$ cat config.mk
export PLATFORM = sky130hd
export DESIGN_NAME = fixed_point_vec3_normalize
export DESIGN_NICKNAME = d
export VERILOG_FILES = /design/src/fpvn_pkg.sv /design/src/fpvn_mul.sv /design/src/fpvn_seq.sv /design/src/fixed_point_vec3_normalize.sv
export SDC_FILE = /design/constraint.sdc
export NUM_CORES = 1
export LEC_CHECK = 0
export BUFFER_PORTS_ARGS = -buffer_cell sky130_fd_sc_hd__buf_4
export CAP_MARGIN = 20
export CORE_AREA = 2 2 191 193
export CTS_CLUSTER_DIAMETER = 150
export DETAILED_ROUTE_END_ITERATION = 12
export DIE_AREA = 0 0 193 195
export PLACE_DENSITY = 0.74
export REMOVE_ABC_BUFFERS = 1
export SLEW_MARGIN = 20
export SYNTH_ARGS = -nofsm -noshare
export SYNTH_HDL_FRONTEND = slang
export SYNTH_SLANG_ARGS = --single-unit
export TNS_END_PERCENT = 20
$ cat constraint.sdc
create_clock -name clk -period 24.2 [get_ports clk]
set_input_delay 1.21 -clock clk [delete_from_list [all_inputs] [get_ports clk]]
set_output_delay 1.21 -clock clk [all_outputs]
set_load 0.02 [all_outputs]
$ cat src/fpvn_pkg.sv
// Shared types and constants for the fixed-point 3-vector normalizer.
`default_nettype none
package fpvn_pkg;

	localparam int COMP_W           = 16;
	localparam int MUL_W            = 24;
	localparam int FRAC_BITS        = 8;
	localparam int NEWTON_STEPS_DEF = 8;

	localparam logic [COMP_W-1:0] X_INIT       = 16'h0100;
	localparam logic [16:0]       THREE_HALVES = 17'h00180;
	localparam logic signed [COMP_W-1:0] MAG_MAX = 16'sd255;

	typedef enum logic [2:0] {
		ST_IDLE,
		ST_PRE,
		ST_SQ,
		ST_NEWT,
		ST_SCALE
	} state_t;

	typedef enum logic [3:0] {
		OP_NONE,
		OP_SQ_X,
		OP_SQ_Y,
		OP_SQ_Z,
		OP_XX,
		OP_AT,
		OP_DX,
		OP_SC_X,
		OP_SC_Y,
		OP_SC_Z
	} mul_op_t;

	typedef struct packed {
		logic    ready;
		logic    load;
		logic    halve;
		mul_op_t op;
		logic    sum_clr;
		logic    sum_acc;
		logic    x_init;
		logic    x_ld;
		logic    rx_ld;
		logic    ry_ld;
		logic    out_ld;
	} ctrl_t;

endpackage
`default_nettype wire

$ cat src/fpvn_mul.sv
// Shared multiplier: low 24 bits of a 24x24 product, registered.
`default_nettype none
module fpvn_mul (
	input  wire logic                       clk,
	input  wire logic                       en,
	input  wire logic [fpvn_pkg::MUL_W-1:0] a,
	input  wire logic [fpvn_pkg::MUL_W-1:0] b,
	output logic      [fpvn_pkg::MUL_W-1:0] p
);

	// only the low 24 bits of the product are ever needed
	logic [fpvn_pkg::MUL_W-1:0] full;
	logic [fpvn_pkg::MUL_W-1:0] p_q;

	assign full = a * b;

	always_ff @(posedge clk) begin
		if (en) begin
			p_q <= full;
		end
	end

	assign p = p_q;

endmodule
`default_nettype wire

$ cat src/fpvn_seq.sv
// Sequencer that schedules prescaling, squares, Newton steps and scaling.
`default_nettype none
module fpvn_seq #(
	parameter int NEWTON_STEPS = fpvn_pkg::NEWTON_STEPS_DEF
) (
	input  wire logic            clk,
	input  wire logic            arst_n,
	input  wire logic            in_valid,
	input  wire logic            need_halve,
	input  wire logic            out_free,
	output fpvn_pkg::ctrl_t      ctrl
);

	localparam int STEP_W = $clog2(NEWTON_STEPS + 1);
	localparam logic [STEP_W-1:0] LAST_STEP = STEP_W'(NEWTON_STEPS - 1);

	fpvn_pkg::state_t state_q, state_d;
	logic [1:0]        ph_q, ph_d;
	logic [STEP_W-1:0] cnt_q, cnt_d;

	always_ff @(posedge clk or negedge arst_n) begin
		if (!arst_n) begin
			state_q <= fpvn_pkg::ST_IDLE;
			ph_q    <= '0;
			cnt_q   <= '0;
		end else begin
			state_q <= state_d;
			ph_q    <= ph_d;
			cnt_q   <= cnt_d;
		end
	end

	always_comb begin
		state_d = state_q;
		ph_d    = ph_q;
		cnt_d   = cnt_q;
		ctrl    = '0;
		ctrl.op = fpvn_pkg::OP_NONE;
		unique case (state_q)
			fpvn_pkg::ST_IDLE: begin
				ctrl.ready = 1'b1;
				if (in_valid) begin
					ctrl.load = 1'b1;
					state_d   = fpvn_pkg::ST_PRE;
				end
			end
			fpvn_pkg::ST_PRE: begin
				if (need_halve) begin
					ctrl.halve = 1'b1;
				end else begin
					state_d = fpvn_pkg::ST_SQ;
					ph_d    = 2'd0;
				end
			end
			fpvn_pkg::ST_SQ: begin
				ph_d = ph_q + 2'd1;
				unique case (ph_q)
					2'd0: ctrl.op = fpvn_pkg::OP_SQ_X;
					2'd1: begin
						ctrl.op      = fpvn_pkg::OP_SQ_Y;
						ctrl.sum_clr = 1'b1;
					end
					2'd2: begin
						ctrl.op      = fpvn_pkg::OP_SQ_Z;
						ctrl.sum_acc = 1'b1;
					end
					default: begin
						ctrl.sum_acc = 1'b1;
						state_d      = fpvn_pkg::ST_NEWT;
						ph_d         = 2'd0;
						cnt_d        = '0;
					end
				endcase
			end
			fpvn_pkg::ST_NEWT: begin
				unique case (ph_q)
					2'd0: begin
						ctrl.op     = fpvn_pkg::OP_XX;
						ctrl.x_ld   = 1'b1;
						ctrl.x_init = (cnt_q == '0);
						ph_d        = 2'd1;
					end
					2'd1: begin
						ctrl.op = fpvn_pkg::OP_AT;
						ph_d    = 2'd2;
					end
					default: begin
						ctrl.op = fpvn_pkg::OP_DX;
						ph_d    = 2'd0;
						if (cnt_q == LAST_STEP) begin
							state_d = fpvn_pkg::ST_SCALE;
						end else begin
							cnt_d = cnt_q + 1'b1;
						end
					end
				endcase
			end
			fpvn_pkg::ST_SCALE: begin
				unique case (ph_q)
					2'd0: begin
						ctrl.op   = fpvn_pkg::OP_SC_X;
						ctrl.x_ld = 1'b1;
						ph_d      = 2'd1;
					end
					2'd1: begin
						ctrl.op    = fpvn_pkg::OP_SC_Y;
						ctrl.rx_ld = 1'b1;
						ph_d       = 2'd2;
					end
					2'd2: begin
						ctrl.op    = fpvn_pkg::OP_SC_Z;
						ctrl.ry_ld = 1'b1;
						ph_d       = 2'd3;
					end
					default: begin
						// hold here while the previous result is still unclaimed
						if (out_free) begin
							ctrl.out_ld = 1'b1;
							state_d     = fpvn_pkg::ST_IDLE;
							ph_d        = 2'd0;
						end
					end
				endcase
			end
			default: begin
				state_d = fpvn_pkg::ST_IDLE;
			end
		endcase
	end

endmodule
`default_nettype wire

$ cat src/fixed_point_vec3_normalize.sv
// Top level of the fixed-point 3-vector normalizer.
`default_nettype none
// Normalizes a signed 16-bit 3-vector to about unit length, 256 meaning one.
// One item is in work at a time: s_axis_tready is high only while the block
// is idle, and a finished result sits in the output register until taken,
// so the next vector can be accepted meanwhile. The time from one accept to
// the next grows with NEWTON_STEPS (8 by default) and with h (0..8), the number
// of halvings needed to bring every magnitude below 256. It is set by the single
// shared 24x24 multiplier: three squares, three products per Newton step and
// three output scalings, one product per cycle. Products wrap to 24 bits and
// are never saturated; a zero vector yields zero.
module fixed_point_vec3_normalize #(
	parameter int NEWTON_STEPS = fpvn_pkg::NEWTON_STEPS_DEF
) (
	input  wire logic        clk,
	input  wire logic        arst_n,
	input  wire logic        s_axis_tvalid,
	output logic             s_axis_tready,
	input  wire logic [47:0] s_axis_tdata,  // in_x[15:0], in_y[31:16], in_z[47:32]
	output logic             m_axis_tvalid,
	input  wire logic        m_axis_tready,
	output logic      [47:0] m_axis_tdata   // out_x[15:0], out_y[31:16], out_z[47:32]
);

	localparam int MW = fpvn_pkg::MUL_W;
	localparam int FB = fpvn_pkg::FRAC_BITS;

	fpvn_pkg::ctrl_t ctrl;

	logic signed [15:0] vx_q, vy_q, vz_q;
	logic [MW-1:0]      sum_q;
	logic [15:0]        x_q;
	logic [15:0]        rx_q, ry_q;
	logic [15:0]        ox_q, oy_q, oz_q;
	logic               out_valid_q;

	logic [MW-1:0] p;
	logic [MW-1:0] op_a, op_b;
	logic [15:0]   p_hi;
	logic [15:0]   cur_x;
	logic [14:0]   t_half;
	logic [16:0]   diff;
	logic          need_halve;
	logic          out_free;

	function automatic logic signed [15:0] halve_tz(input logic signed [15:0] v);
		logic [16:0] tmp;
		tmp = {v[15], v} + {16'b0, v[15]};
		return $signed(tmp[16:1]);
	endfunction

	function automatic logic is_big(input logic signed [15:0] v);
		return (v > fpvn_pkg::MAG_MAX) || (v < -fpvn_pkg::MAG_MAX);
	endfunction

	function automatic logic [MW-1:0] sext(input logic [15:0] v);
		return {{(MW-16){v[15]}}, v};
	endfunction

	assign need_halve = is_big(vx_q) || is_big(vy_q) || is_big(vz_q);
	assign out_free   = !out_valid_q || m_axis_tready;

	fpvn_seq #(
		.NEWTON_STEPS(NEWTON_STEPS)
	) u_seq (
		.clk       (clk),
		.arst_n    (arst_n),
		.in_valid  (s_axis_tvalid),
		.need_halve(need_halve),
		.out_free  (out_free),
		.ctrl      (ctrl)
	);

	assign p_hi   = p[MW-1:FB];
	assign cur_x  = ctrl.x_init ? fpvn_pkg::X_INIT : p_hi;
	assign t_half = p_hi[15:1];
	// 0x180 - t_half as a 17-bit two's complement value
	assign diff   = fpvn_pkg::THREE_HALVES - {2'b00, t_half};

	always_comb begin
		op_a = '0;
		op_b = '0;
		unique case (ctrl.op)
			fpvn_pkg::OP_SQ_X: begin
				op_a = sext(vx_q);
				op_b = sext(vx_q);
			end
			fpvn_pkg::OP_SQ_Y: begin
				op_a = sext(vy_q);
				op_b = sext(vy_q);
			end
			fpvn_pkg::OP_SQ_Z: begin
				op_a = sext(vz_q);
				op_b = sext(vz_q);
			end
			fpvn_pkg::OP_XX: begin
				op_a = {{(MW-16){1'b0}}, cur_x};
				op_b = {{(MW-16){1'b0}}, cur_x};
			end
			fpvn_pkg::OP_AT: begin
				op_a = {{(MW-16){1'b0}}, sum_q[MW-1:FB]};
				op_b = {{(MW-16){1'b0}}, p_hi};
			end
			fpvn_pkg::OP_DX: begin
				op_a = {{(MW-17){diff[16]}}, diff};
				op_b = {{(MW-16){1'b0}}, x_q};
			end
			fpvn_pkg::OP_SC_X: begin
				op_a = sext(vx_q);
				op_b = {{(MW-16){1'b0}}, cur_x};
			end
			fpvn_pkg::OP_SC_Y: begin
				op_a = sext(vy_q);
				op_b = {{(MW-16){1'b0}}, x_q};
			end
			fpvn_pkg::OP_SC_Z: begin
				op_a = sext(vz_q);
				op_b = {{(MW-16){1'b0}}, x_q};
			end
			default: begin
				op_a = '0;
				op_b = '0;
			end
		endcase
	end

	fpvn_mul u_mul (
		.clk(clk),
		.en (ctrl.op != fpvn_pkg::OP_NONE),
		.a  (op_a),
		.b  (op_b),
		.p  (p)
	);

	always_ff @(posedge clk) begin
		if (ctrl.load) begin
			vx_q <= $signed(s_axis_tdata[15:0]);
			vy_q <= $signed(s_axis_tdata[31:16]);
			vz_q <= $signed(s_axis_tdata[47:32]);
		end else if (ctrl.halve) begin
			vx_q <= halve_tz(vx_q);
			vy_q <= halve_tz(vy_q);
			vz_q <= halve_tz(vz_q);
		end
		if (ctrl.sum_clr) begin
			sum_q <= p;
		end else if (ctrl.sum_acc) begin
			sum_q <= sum_q + p;
		end
		if (ctrl.x_ld) begin
			x_q <= cur_x;
		end
		if (ctrl.rx_ld) begin
			rx_q <= p_hi;
		end
		if (ctrl.ry_ld) begin
			ry_q <= p_hi;
		end
		if (ctrl.out_ld) begin
			ox_q <= rx_q;
			oy_q <= ry_q;
			oz_q <= p_hi;
		end
	end

	always_ff @(posedge clk or negedge arst_n) begin
		if (!arst_n) begin
			out_valid_q <= 1'b0;
		end else if (ctrl.out_ld) begin
			out_valid_q <= 1'b1;
		end else if (m_axis_tready) begin
			out_valid_q <= 1'b0;
		end
	end

	assign s_axis_tready = ctrl.ready;
	assign m_axis_tvalid = out_valid_q;
	assign m_axis_tdata  = {oz_q, oy_q, ox_q};

endmodule
`default_nettype wire

== Word level (Yosys, flattened, before mapping) ==
Index checks and enable logic that the tools add are counted.
W data, S select, Z words.
Word-level totals
  bits in registers: 202
  bits of input ports: 52
  output and inout port bits: 50
  logic and storage cells: 130
Cells by class
  add/sub/neg operators: 7
  multipliers: 1
  magnitude comparators: 6
  eq/ne operators: 25
  mux-type cells: 50
  reduce and logical (&&, ||, !) cells: 26
Operators by type and width (count)
  $pmux W24 S6: 2
  $mux W16: 7
  $add A16 B2 Y17: 3
  $gt A16 B9 Y1 const B: 3
  $lt A16 B9 Y1 const B: 3
  $mux W24: 2
  $add A24 B24 Y24: 1
  $mul A24 B24 Y24: 1
  $mux W3: 8
  $pmux W4 S3: 2
  $eq A4 B3 Y1 const B: 5
  $sub A9 B15 Y16 const A: 1
  $pmux W3 S5: 1
  $ne A2 B2 Y1 const B: 7
  $mux W1: 12
  $mux W2: 6
  $mux W4: 3
  $pmux W2 S3: 2
  $reduce_or A2 Y1: 5
  $eq A4 B2 Y1 const B: 2
  $eq A4 B4 Y1 const B: 2
  $pmux W2 S2: 2
  $pmux W2 S4: 1
  $pmux W4 S2: 1
  other kinds (22): 33

== Depth between registers and ports, before layout ==
  word-level depth: 8
  depth in mapped cells: 37
  mapped depth without buffers: 34

== Hierarchy ==
From an unflattened synthesis, not the netlist that was laid out.
Unflattened totals
  cells, all modules: 2063
  area, all modules: 20189.4 um2
Modules (own cells, without submodules)
  fpvn_mul: times used 1, cells each 1064, area each 9723.1 um2, seq. area each 720.7 um2
  fixed_point_vec3_normalize: times used 1, cells each 905, area each 9678.0 um2, seq. area each 5069.9 um2
  fpvn_seq: times used 1, cells each 94, area each 788.3 um2, seq. area each 225.2 um2

== Worst setup path before layout ==
No wires, ideal clock.
  kind: flip-flop to flip-flop
  start point: reg u_seq.ph_q[0]
  end point: reg u_mul.p_q (netlist bit u_mul.p[23]) (data pin)
  setup time: 0.259 ns
  arrival time: 8.234 ns
  data required time: 23.941 ns
  setup slack: 15.706 ns
  stages on the path, launching flop included: 34
  buffers on the path: 3
  period minus slack after synthesis: 8.494 ns
  cells stage by stage: dfrtp_1 > inv_1 > ha_1 > nor4bb_1 > clkbuf_2 > a311oi_2 > xnor2_1 > nor3_2 > or2_1 > buf_4 > nand2_1 > nand3_1 > clkbuf_1 > nand2_1 > fa_1 > inv_1 > fa_1 > inv_1 > fa_1 > inv_1 > fa_1 > inv_1 > fa_1 > fa_1 > fa_1 > xor2_1 > xnor2_1 > xnor2_1 > xnor2_1 > xnor2_1 > xnor2_1 > xnor2_1 > xnor3_1 > xnor2_1
On the way
  longest elaborated chain between the ends: 7
  elaborated cells on any way between the ends: 27
  those cells by class: 1 x mul; 11 x eq/ne; 9 x mux; 6 x reduce/logical
Ends and longest elaborated chain
  start: declaration: line fpvn_seq.sv:18  | logic [1:0] ph_q, ph_d;
  start signal: assignment: line fpvn_seq.sv:28  | ph_q <= ph_d;
  $eq A2 B2 Y1, or another cell as far along: line fpvn_seq.sv:57, fpvn_seq.sv:99
  $pmux W4 S3, or another cell as far along: line fpvn_seq.sv:99  | unique case (ph_q)
  $pmux W4 S3: line fpvn_seq.sv:39  | unique case (state_q)
  $eq A4 B4 Y1, or another cell as far along: line fixed_point_vec3_normalize.sv:83  | unique case (ctrl.op)
  $reduce_or A3 Y1 (no line) or $reduce_or A2 Y1 (tied branches)
  $pmux W24 S6: line fixed_point_vec3_normalize.sv:83
  $mul A24 B24 Y24 *: line fpvn_mul.sv:15  | assign full = a * b;
  named net u_mul.full, one bit: line fpvn_mul.sv:12  | logic [fpvn_pkg::MUL_W-1:0] full;
  end signal: assignment: line fpvn_mul.sv:19  | p_q <= full;
  end: declaration: line fpvn_mul.sv:13  | logic [fpvn_pkg::MUL_W-1:0] p_q;
The timed path passes the listed nets; every way through them passes the cells marked *.
A chain may end at the register's enable or synchronous reset.

== Final worst setup path ==
  start point: reg u_seq.state_q[0]
  end point: reg u_mul.p_q (netlist bit u_mul.p[23]) (data pin)
On the way
  elaborated cells on any way between the ends: 23
  those cells by class: 1 x mul; 12 x eq/ne; 5 x mux; 5 x reduce/logical
RTL lines
  start: declaration: line fpvn_seq.sv:17  | fpvn_pkg::state_t state_q, state_d;
  start signal: assignment: line fpvn_seq.sv:23  | state_q <= fpvn_pkg::ST_IDLE;
  start signal: assignment: line fpvn_seq.sv:27  | state_q <= state_d;
  $eq A3 B2 Y1 *: line fpvn_seq.sv:39
  $mux W1 *: line fpvn_seq.sv:39
  $mux W16 *: line fixed_point_vec3_normalize.sv:75  | assign cur_x = ctrl.x_init ? fpvn_pkg::X_INIT : p_hi;
  named net cur_x[6]: line fixed_point_vec3_normalize.sv:40  | logic [15:0] cur_x;
  $pmux W24 S6: line fixed_point_vec3_normalize.sv:83
  $mul A24 B24 Y24 *: line fpvn_mul.sv:15
  named net u_mul.full, one bit: line fpvn_mul.sv:12
Marks and branches as above.

==> impl_results.md <==
- Slowest stage delay, CP: 930 ps
- Top-count cell post-synth: inv_1
- Io pins: 102
- Top Usage Layer GRT: met2
- Syn Area/Cell: 9.54 um^2
- Total track usage: 28.3%
- Initial Util: 54.8%
- Register area: 0.00602 mm^2
- Initial antenna violation count: 0
- Postcts setup bufs: 0
- Top cells by instance count after synthesis: 350 x inv_1, 326 x nand2_1, 209 x fa_1, 192 x edfxtp_1, 117 x ha_1
- CTS Buf Count: 23
- Root Buffer: clkbuf_16
- Placed cells: 2,539
- Die Y: 195 um
- Largest net degree at the start of global routing: 95
- Slew @ Worst Pin: 1170 ps
- Core Area: 0.0354 mm^2
- CTS sink cnt: 202
- 1st-pass router iterations: 8
- Synth top area share: 29.7%
- Setup Viol. Count Final: 0
- Wirelength per Cell: 19.7 um
- Post-synth ARST share: 4.95%
- RSZ-0062 raised after global routing: no
- DP Wirelength: 38.7 mm
- Synth warn: 0
- GR Overflow Total: 0
- Met1 Use GR: 37.8%
- IO buf count: 101
- Layout Cells excl Fill: 2,581
- Post-synthesis sequential area ratio: 31.0%
- CTS clk-pin slew, worst paths: 60 ps
- Final core utilization: 60.4%
- Min Tclk post-route: 10,010 ps
- Worst min-delay path class: register to register
- Gpl congestion: 0.972
- Critical Path Sink Type: register
- Layout area overhead: 10.2%
- Number of vias per cell: 5.78
- Detailed-route via count: 14,900
- Syn Inst Count: 2,036
- Synthesized area: 0.0194 mm^2
- Max-cap violations: 0
- Fin. Hold Viols: 0
- Layout cells sized above 1: 8.96%
- First-pass GRT wire length: 82.4 mm
- Total Wirelength: 50.9 mm
- FF+latch count, synth: 202
- Die W: 193 um
- CTS tree: built
- Drt drc: 0
- Critical path peak fanout: 23
- Initial drt markers: 1,486
- Die area: 0.0376 mm^2
- Slew margin rel.: 21.6%
- Ant diodes: 0
- Worst setup skew after layout: 14.2 ps
- Slowest cell on crit path: dfrtp_1
- Number of cell rows: 69
- CP required: 24,470 ps
- Hold Slack: 418 ps
- H-tree Lvls: 1
- Status: finished, final reports clean
- EDFF count, synth: 192
- Slew Viols, Final: 0
- Met2 GRT Util: 45.9%
- Setup TNS: 0 ps
- Fillers: 2,931
- Final #Nets: 2,482
- Worst EP arrival: 10,290 ps
- Fin crit share: 41.4%
- CP startpoint kind: register
- Synth area leaders: edfxtp_1 30%, fa_1 22%, ha_1 7.5%
- Post-CTS sizing: 0
- Critical path class: register to register
- Synth Flop Type: edfxtp_1
- Peak Freq: 99.9 MHz
- Multi-input logic area: 0.0118 mm^2
- Worst skew pair latency: 540 ps
- M3 GR Usage: 5.01%
- Largest area contributor in the netlist: edfxtp_1
- Synth cell types: 77
- Number of hold buffers added after cts: 0
- CP dominant cell by count: inv_1
- Number of global-route vias before repair: 15,500
- DRT antenna net count: 0
- CTS max path bufs: 3
through the flow:
| stage | area [um^2] | setup slack, ps |
|---|---|---|
| 3_3_place_gp | 20600 | 14410 |
| 3_5_place_dp | 20600 | 14000 |
| 6_report | 21400 | 14190 |
| 5_1_grt | 21400 | 13700 |
| 4_1_cts | 21400 | 14010 |
| 2_1_floorplan | 19100 | 15290 |
cells in the final DEF (no fill, tap or decap), types with 6 or more instances in the layout:
master	count
inv_1	350
nand2_1	326
fa_1	209
edfxtp_1	192
buf_4	126
ha_1	117
o21ai_0	107
nor2_1	106
xnor2_1	75
a21oi_1	54
and2_1	50
xor2_1	47
nand3_1	42
clkbuf_16	23
nand2b_1	21
a31oi_1	20
nor3_1	15
mux2i_1	15
nor4_1	14
a221oi_1	12
and3_1	11
a22oi_1	10
nand4_1	10
a21o_1	10
dfrtp_1	10
nor2b_1	9
mux2_2	9
o211ai_1	8
a221o_1	7
o21bai_1	7
clkinv_1	6
cell families after synthesis:
group                      after synthesis  share of synthesized area (%)
and+or+nand+nor                        638                           14.9
AOI/OAI and AO/OA                      289                           9.57
adders and majority gates              326                           29.1
muxes                                   24                           1.30
DFF                                    202                           31.0
xor gates and xnor gates               123                           5.62
buffers and inverters                  434                           8.55
critical path, delay by kind of cell (launching register included):
kind                       cells  cell delay, ps
buffers and inverters          5             760
AOI/OAI and AO/OA              6            1450
DFF                            1             930
adders and majority gates      8            3200
and+or+nand+nor                8            3260
xor gates and xnor gates       1             120
path summary, 6_finish.rpt:
kind	cells after the start	slack [ps]	from	end
worst max-delay path	28	14190	u_seq.state_q[0]	u_mul.p[23]
min in group asynchronous	1	500	arst_n	u_seq.ph_q[0]
worst max register to register	28	14190	u_seq.state_q[0]	u_mul.p[23]
max in group asynchronous	1	23560	arst_n	m_axis_tvalid
worst min-delay path	0	420	ry_q[7]	oy_q[7]
worst min register to register	0	420	ry_q[7]	oy_q[7]
registers in the layout (all words and copies together) (netlist names):
| register | flops |
|---|---|
| x_q | 16 |
| vy_q | 16 |
| oy_q | 16 |
| u_mul.p | 24 |
| vx_q | 16 |
| sum_q | 24 |
| m_axis_tvalid | 1 |
| u_seq.cnt_q | 4 |
| u_seq.ph_q | 2 |
| ox_q | 16 |
| ry_q | 16 |
| u_seq.state_q | 3 |
| oz_q | 16 |
| vz_q | 16 |
| rx_q | 16 |
area by class of cell:
type,count,area share [%]
clock buffers,26,2.74
clock inverters,15,0.801
inverters,350,6.14
multi-input cells,1400,55.1
flip-flops and latches,202,28.1
well taps,461,2.70
repair buffers,127,4.44
routing by layer:
metal	routed length [um]	vias to the layer above
met5	0	-
met4	2170	0
met3	4500	137
met2	23800	645
met1	20400	7348
li1	-	6784
Power is left out: the tool's default activity adds up to more than one toggle a clock period on the data nets, which glitch-free logic cannot reach.
